### config.mk
export PLATFORM = sky130hd
export DESIGN_NAME = tcg_cfg_regs
export DESIGN_NICKNAME = d
export VERILOG_FILES = /design/src/sv/tcg_pkg.sv /design/src/sv/tcg_cfg_regs.sv
export SDC_FILE = /design/constraint.sdc
export NUM_CORES = 1
export LEC_CHECK = 0
export BUFFER_PORTS_ARGS = -buffer_cell sky130_fd_sc_hd__clkbuf_2
export CAP_MARGIN = 20
export CORE_MARGIN = 3
export CORE_UTILIZATION = 40
export CTS_CLUSTER_DIAMETER = 30
export DETAILED_ROUTE_END_ITERATION = 10
export MAX_ROUTING_LAYER = met4
export PLACE_DENSITY = 0.69
export REMOVE_ABC_BUFFERS = 1
export SKIP_CTS_REPAIR_TIMING = 1
export SLEW_MARGIN = 40
export SYNTH_ARGS = -nofsm -noshare
export SYNTH_HDL_FRONTEND = slang
export SYNTH_SLANG_ARGS = --single-unit
export TNS_END_PERCENT = 10
### constraint.sdc
create_clock -name clk -period 2.2 [get_ports clk]
set_input_delay 0.33 -clock clk [delete_from_list [all_inputs] [get_ports clk]]
set_output_delay 0.33 -clock clk [all_outputs]
set_load 0.03 [all_outputs]
### src/sv/tcg_pkg.sv
// ----------------------------------------------------------------------------
// tcg_pkg: shared definitions for the text console cell grid
// Field widths, register indexes, character codes, action codes and the
// result bundle handed from the sequencer to the output stage.
// ----------------------------------------------------------------------------
`default_nettype none

package tcg_pkg;

  // Grid size defaults
  localparam int MAX_COLS_DEF = 256;
  localparam int MAX_ROWS_DEF = 128;

  // Payload field widths
  localparam int ACTION_W = 2;
  localparam int CHAR_W   = 8;
  localparam int COLOR_W  = 4;
  localparam int TCOL_W   = 8;
  localparam int TROW_W   = 7;
  localparam int CELL_W   = CHAR_W + 2 * COLOR_W;

  // Configuration port
  localparam int CFG_IDX_W  = 2;
  localparam int CFG_DATA_W = 9;
  localparam int COLS_REG_W = 9;
  localparam int ROWS_REG_W = 8;

  localparam logic [CFG_IDX_W-1:0] REG_COLUMNS = 2'd0;
  localparam logic [CFG_IDX_W-1:0] REG_ROWS    = 2'd1;

  localparam int COLS_RESET = 80;
  localparam int ROWS_RESET = 25;

  // Character codes
  localparam logic [CHAR_W-1:0] CH_BACKSPACE = 8'd8;
  localparam logic [CHAR_W-1:0] CH_NEWLINE   = 8'd10;
  localparam logic [CHAR_W-1:0] CH_RETURN    = 8'd13;
  localparam logic [CHAR_W-1:0] CH_SPACE     = 8'd32;

  // Colors of a blank cell after reset
  localparam logic [COLOR_W-1:0] RESET_FG = 4'd7;
  localparam logic [COLOR_W-1:0] RESET_BG = 4'd0;

  // Actions
  typedef enum logic [ACTION_W-1:0] {
    ACT_PUT   = 2'd0,
    ACT_MOVE  = 2'd1,
    ACT_CLEAR = 2'd2,
    ACT_READ  = 2'd3
  } action_t;

  // One result item
  typedef struct packed {
    logic [TCOL_W-1:0]  cursor_col;
    logic [TROW_W-1:0]  cursor_row;
    logic               scrolled;
    logic [CHAR_W-1:0]  cell_char;
    logic [COLOR_W-1:0] cell_fg;
    logic [COLOR_W-1:0] cell_bg;
  } res_t;

endpackage

`default_nettype wire

### src/sv/tcg_cfg_regs.sv
// ----------------------------------------------------------------------------
// tcg_cfg_regs: grid size registers
// Takes register writes and keeps the index of the last active column and
// row, with zero and out-of-range sizes folded into the legal range.
// ----------------------------------------------------------------------------
`default_nettype none

module tcg_cfg_regs #(
  parameter int MAX_COLS = tcg_pkg::MAX_COLS_DEF,
  parameter int MAX_ROWS = tcg_pkg::MAX_ROWS_DEF
) (
  input  wire logic                            clk,
  input  wire logic                            rst_n,
  input  wire logic                            cfg_write,
  input  wire logic [tcg_pkg::CFG_IDX_W-1:0]   cfg_index,
  input  wire logic [tcg_pkg::CFG_DATA_W-1:0]  cfg_data,
  output logic      [$clog2(MAX_COLS)-1:0]     last_col,
  output logic      [$clog2(MAX_ROWS)-1:0]     last_row
);
  import tcg_pkg::*;

  localparam int CW = $clog2(MAX_COLS);
  localparam int RW = $clog2(MAX_ROWS);

  // Last usable index for a size value: zero acts as one, large values cap
  function automatic int last_index(int value, int limit);
    int res;
    if (value == 0) begin
      res = 0;
    end else if (value > limit) begin
      res = limit - 1;
    end else begin
      res = value - 1;
    end
    return res;
  endfunction

  logic [CW-1:0] last_col_r, last_col_nxt;
  logic [RW-1:0] last_row_r, last_row_nxt;

  // Decode the register index of a write transfer
  always_comb begin
    last_col_nxt = last_col_r;
    last_row_nxt = last_row_r;
    if (cfg_write) begin
      unique case (cfg_index)
        REG_COLUMNS: begin
          last_col_nxt = CW'(last_index(int'(cfg_data[COLS_REG_W-1:0]), MAX_COLS));
        end
        REG_ROWS: begin
          last_row_nxt = RW'(last_index(int'(cfg_data[ROWS_REG_W-1:0]), MAX_ROWS));
        end
        default: begin
        end
      endcase
    end
  end

  always_ff @(posedge clk) begin
    if (!rst_n) begin
      last_col_r <= CW'(last_index(COLS_RESET, MAX_COLS));
      last_row_r <= RW'(last_index(ROWS_RESET, MAX_ROWS));
    end else begin
      last_col_r <= last_col_nxt;
      last_row_r <= last_row_nxt;
    end
  end

  assign last_col = last_col_r;
  assign last_row = last_row_r;

endmodule

`default_nettype wire

# [Word level (Yosys, flattened, before mapping)]
# Cells that the tools add are included.
[word_totals] wordCells=16 regBits=15
[classes] addsub=2 reduce_logical=5 muxes=4 eq_ne=1 n_lt_le_gt_ge=2
[op_table] operator="two-way mux 8 bit" n=2
[op_table] operator="two-way mux 7 bit" n=2
[op_table] operator="greater-than comparator 9 bit, second input constant" n=1
[op_table] operator="zero test 9 bit" n=1
[op_table] operator="greater-than comparator 8 bit, second input constant" n=1
[op_table] operator="zero test 8 bit" n=1
[op_table] operator="subtractor 8 x 1 -> 8 bit, second input constant" n=1
[op_table] operator="subtractor 7 x 1 -> 7 bit, second input constant" n=1
[op_table] operator="AND reduction 2 bit" n=2
[op_table] operator="== test 2 x 1 -> 1 bit, second input constant" n=1
[op_table] operator="zero test 2 bit" n=1

# [Longest topological paths before layout]
[logic_depth] depth_word=3 ltp_mapped=6 ltp_nobuf=6

# [Worst setup path after synthesis]
# OpenSTA, ideal clock, no wires.
[synth_path] path_kind="input to register" from="input port cfg_data[0] (netlist bit)" to="register last_row_r[6], in the netlist last_row[6]" setup_ns=0.122 stages=6 slack_ns=0.525 arrival_time_ns=1.553 path_cell_list="inv_1 > ha_1 > or3b_1 > o31a_1 > nor4_1 > nor2_1"
[synth_between] elab_chain_len=3 word_cells_on_any_way=5 cone_classes="add/sub (1); order compare (1); mux (2); reduce/logical (1)"
[synth_lines] element="start: declaration" line="tcg_cfg_regs.sv:16" source="input wire logic [tcg_pkg::CFG_DATA_W-1:0] cfg_data,"
[synth_lines] element="subtractor 7 x 1 -> 7 bit or greater-than comparator 8 bit (tied branches)" line="tcg_cfg_regs.sv:33, tcg_cfg_regs.sv:30"
[synth_lines] element="two-way mux 7 bit" line="tcg_cfg_regs.sv:30" source="end else if (value > limit) begin"
[synth_lines] element="two-way mux 7 bit (*)" line="tcg_cfg_regs.sv:28" source="if (value == 0) begin"
[synth_lines] element="end signal: assignment" line="tcg_cfg_regs.sv:62" source="last_row_r <= RW'(last_index(ROWS_RESET, MAX_ROWS));"
[synth_lines] element="end signal: assignment" line="tcg_cfg_regs.sv:65" source="last_row_r <= last_row_nxt;"
[synth_lines] element="end: declaration" line="tcg_cfg_regs.sv:39" source="logic [RW-1:0] last_row_r, last_row_nxt;"
# Mark *: on every way between the ends. The rest lies on a longest branch, timed or not.
# A chain may end at the register's enable or synchronous reset.

# [Final worst setup path]
[layout_path] from="input port cfg_data[0] (netlist bit)" to="register last_col_r[2], in the netlist last_col[2]"
[layout_between] elab_chain_len=3 word_cells_on_any_way=5 cone_classes="add/sub (1); order compare (1); mux (2); reduce/logical (1)"
[layout_lines] element="subtractor 8 x 1 -> 8 bit or greater-than comparator 9 bit (tied branches)" line="tcg_cfg_regs.sv:33, tcg_cfg_regs.sv:30"
[layout_lines] element="two-way mux 8 bit" line="tcg_cfg_regs.sv:30"
[layout_lines] element="two-way mux 8 bit (*)" line="tcg_cfg_regs.sv:28"
[layout_lines] element="end signal: assignment" line="tcg_cfg_regs.sv:61" source="last_col_r <= CW'(last_index(COLS_RESET, MAX_COLS));"
[layout_lines] element="end signal: assignment" line="tcg_cfg_regs.sv:64" source="last_col_r <= last_col_nxt;"
[layout_lines] element="end: declaration" line="tcg_cfg_regs.sv:38" source="logic [CW-1:0] last_col_r, last_col_nxt;"
# Marked as above.

==> impl_metrics.yaml <==
drt:
  drc: 0
  dr.pass1.iters: 4
  dr_total_vias: 840
  wl_mm: 1.92
  avgViaCountPerCell: 5.53
  wl_per_cell_um: 12.7
  ant_nets: 0
  drtIter0Drc: 28
finish:
  syn_to_final_growth_pct: 23.5
  diodes: 0
  final_core_util_pct: 54.4
  fin_nets: 143
  mostFrequentLayoutCell: "clkbuf_2"
  most-common-layout-cells: "28 x clkbuf_2, 15 x dfxtp_1, 13 x o21ai_0"
  drive_above_1_share_pct: 27.6
timing:
  setup_tns_ps: 0
  grt_setup_unrepaired: "false"
  setup_violations: 0
  post-route-period-util_pct: 82.0
  fin_skew_ps: 0
  relSlewSlack_pct: 58.1
  worst_slew_pin_slew_ps: 620
  worst_hold_slack_ps: 399
  max_freq_ghz: 0.554
  slew_viol_final: 0
  report.final.hold_viol_count: 0
  layout_min_cycle_time_ps: 1800
synthesis:
  synth_top_flop_cell: "dfxtp_1"
  ys_ff_latch: 15
  synth-async-reset-ratio_pct: 0
  seq_area_frac_synth_pct: 37.9
  synth_edf_count: 0
  synth_top_area_cell: "dfxtp_1"
  yosys.cell_types.count: 36
  syn_inst: 98
  netlist_top_cells_area: "dfxtp_1 38%, o21ai_0 8.2%, a21oi_1 5.7%"
  ys_warn_count: 0
  syn_area_um2: 793
  avgSynthCellArea_um2: 8.09
  synth_top_area_share_pct: 37.9
worst_hold_path:
  hp-class: "in2reg"
  min_from: "cfg_index[1]"
global_routing:
  grt_pass1_vias: 752
  grt_use_total_pct: 15.9
  grt_max_degree: 19
  grt_overflow_total: 0
  grt_pass1_wl_mm: 3.09
  antenna_found_initial: 0
pwr:
  ir_drop_mv: 0.333
  cellLeakagePower_uw: 0.000421
  power.density_nw_per_um2: 577
cts:
  clock-sinks: 15
  cts_max_path_buffers: 2
  clk_pin_slew_ps: 90
  clock_latency_ps: 280
  ctsRootBufferMaster: "clkbuf_4"
  ctsHtreeMaxLevel: 1
  tritoncts: "yes"
  cts_buffers: 3
setup_path:
  regToRegStartpoint: "last_row[6]"
  required_ps: 2370
  crit_fanout: 7
  crit_path_start_kind: "input pin"
  startpoint: "cfg_data[0]"
  worstPathArrival_ps: 1970
  worstSetupEndpointType: "flop"
  critical_path_class: "in2reg"
floorplan:
  num_rows: 15
  dieHeight_um: 50.5
  ios: 29
  die_area_um2: 2550
  core_um2: 1800
  die_x_um: 50.5
  start_util_pct: 44.0
placement:
  numPortBuffers: 28
  place_congestion: 0.835
  dp_hpwl_mm: 1.49
job:
  maxCapViolations: 0
outcome:
  outcome: "complete, no violations"
-- stage by stage --
stage,power (µW),worst slack [ps],instances,area (µm²)
after floorplan,364,525,95,782
after global placement,411,255,148,953
after detailed placement,413,160,148,953
after CTS,564,437,152,980
after global routing,586,162,152,980
final,565,396,152,980
-- logic make-up after synthesis --
kind of cell,Yosys count,share of synthesized area (%)
xor gates and xnor gates,2,2.21
and+or+nand+nor,34,24.9
AOI/OAI and AO/OA,39,30.1
adders and majority gates,1,1.58
buffers and inverters,7,3.31
DFF,15,37.9
-- state kept, by name, summed over array words and instances (netlist names) --
signal and cells:
last_col 8, last_row 7
-- final timing paths --
path	to	slack [ps]	cells past startpoint
setup / recovery	last_col[2]	400	7
hold reg to reg	last_row[5]	460	2
setup reg to reg	last_row[6]	1350	3
hold / removal	last_col[5]	400	3
-- cells in the mapped netlist, drive strengths merged (2+ instances only) --
library cell	instances
a21boi	3
a21oi	9
clkbuf	3
dfxtp	15
inv	4
nand2	12
nand3	4
nor2	2
nor3	2
nor3b	3
nor4	3
o211ai	3
o21ai	14
o31ai	3
or3b	2
-- worst max-delay path: stages --
cell and delay [ps]:
clkbuf_2 120, inv_1 100, ha_1 190, nor4b_1 530, nand2_1 290, a211oi_1 310, o21ai_1 100
-- routing by layer --
metal	track usage (%)	up-vias	share of wire, %
met5	-	-	0
met4	6.73	0	1.9
met3	1.78	5	5.1
met2	25.9	33	47
met1	20.0	374	46
li1	-	428	-
-- power breakdown --
group / internal (µW) / switching, µW
logic: 38.7 / 78.5
clock network: 70.4 / 87.6
registers: 284 / 5.82
total: 393 / 172
-- final cells by class --
type	instances	area, µm²
Fill cell	194	822
Multi-Input combinational cell	76	467
Sequential cell	15	300
Timing Repair Buffer	28	140
Tap cell	25	31.3
Clock buffer	4	26.3
Inverter	4	15.0
Power figures use the tool's default switching activity.
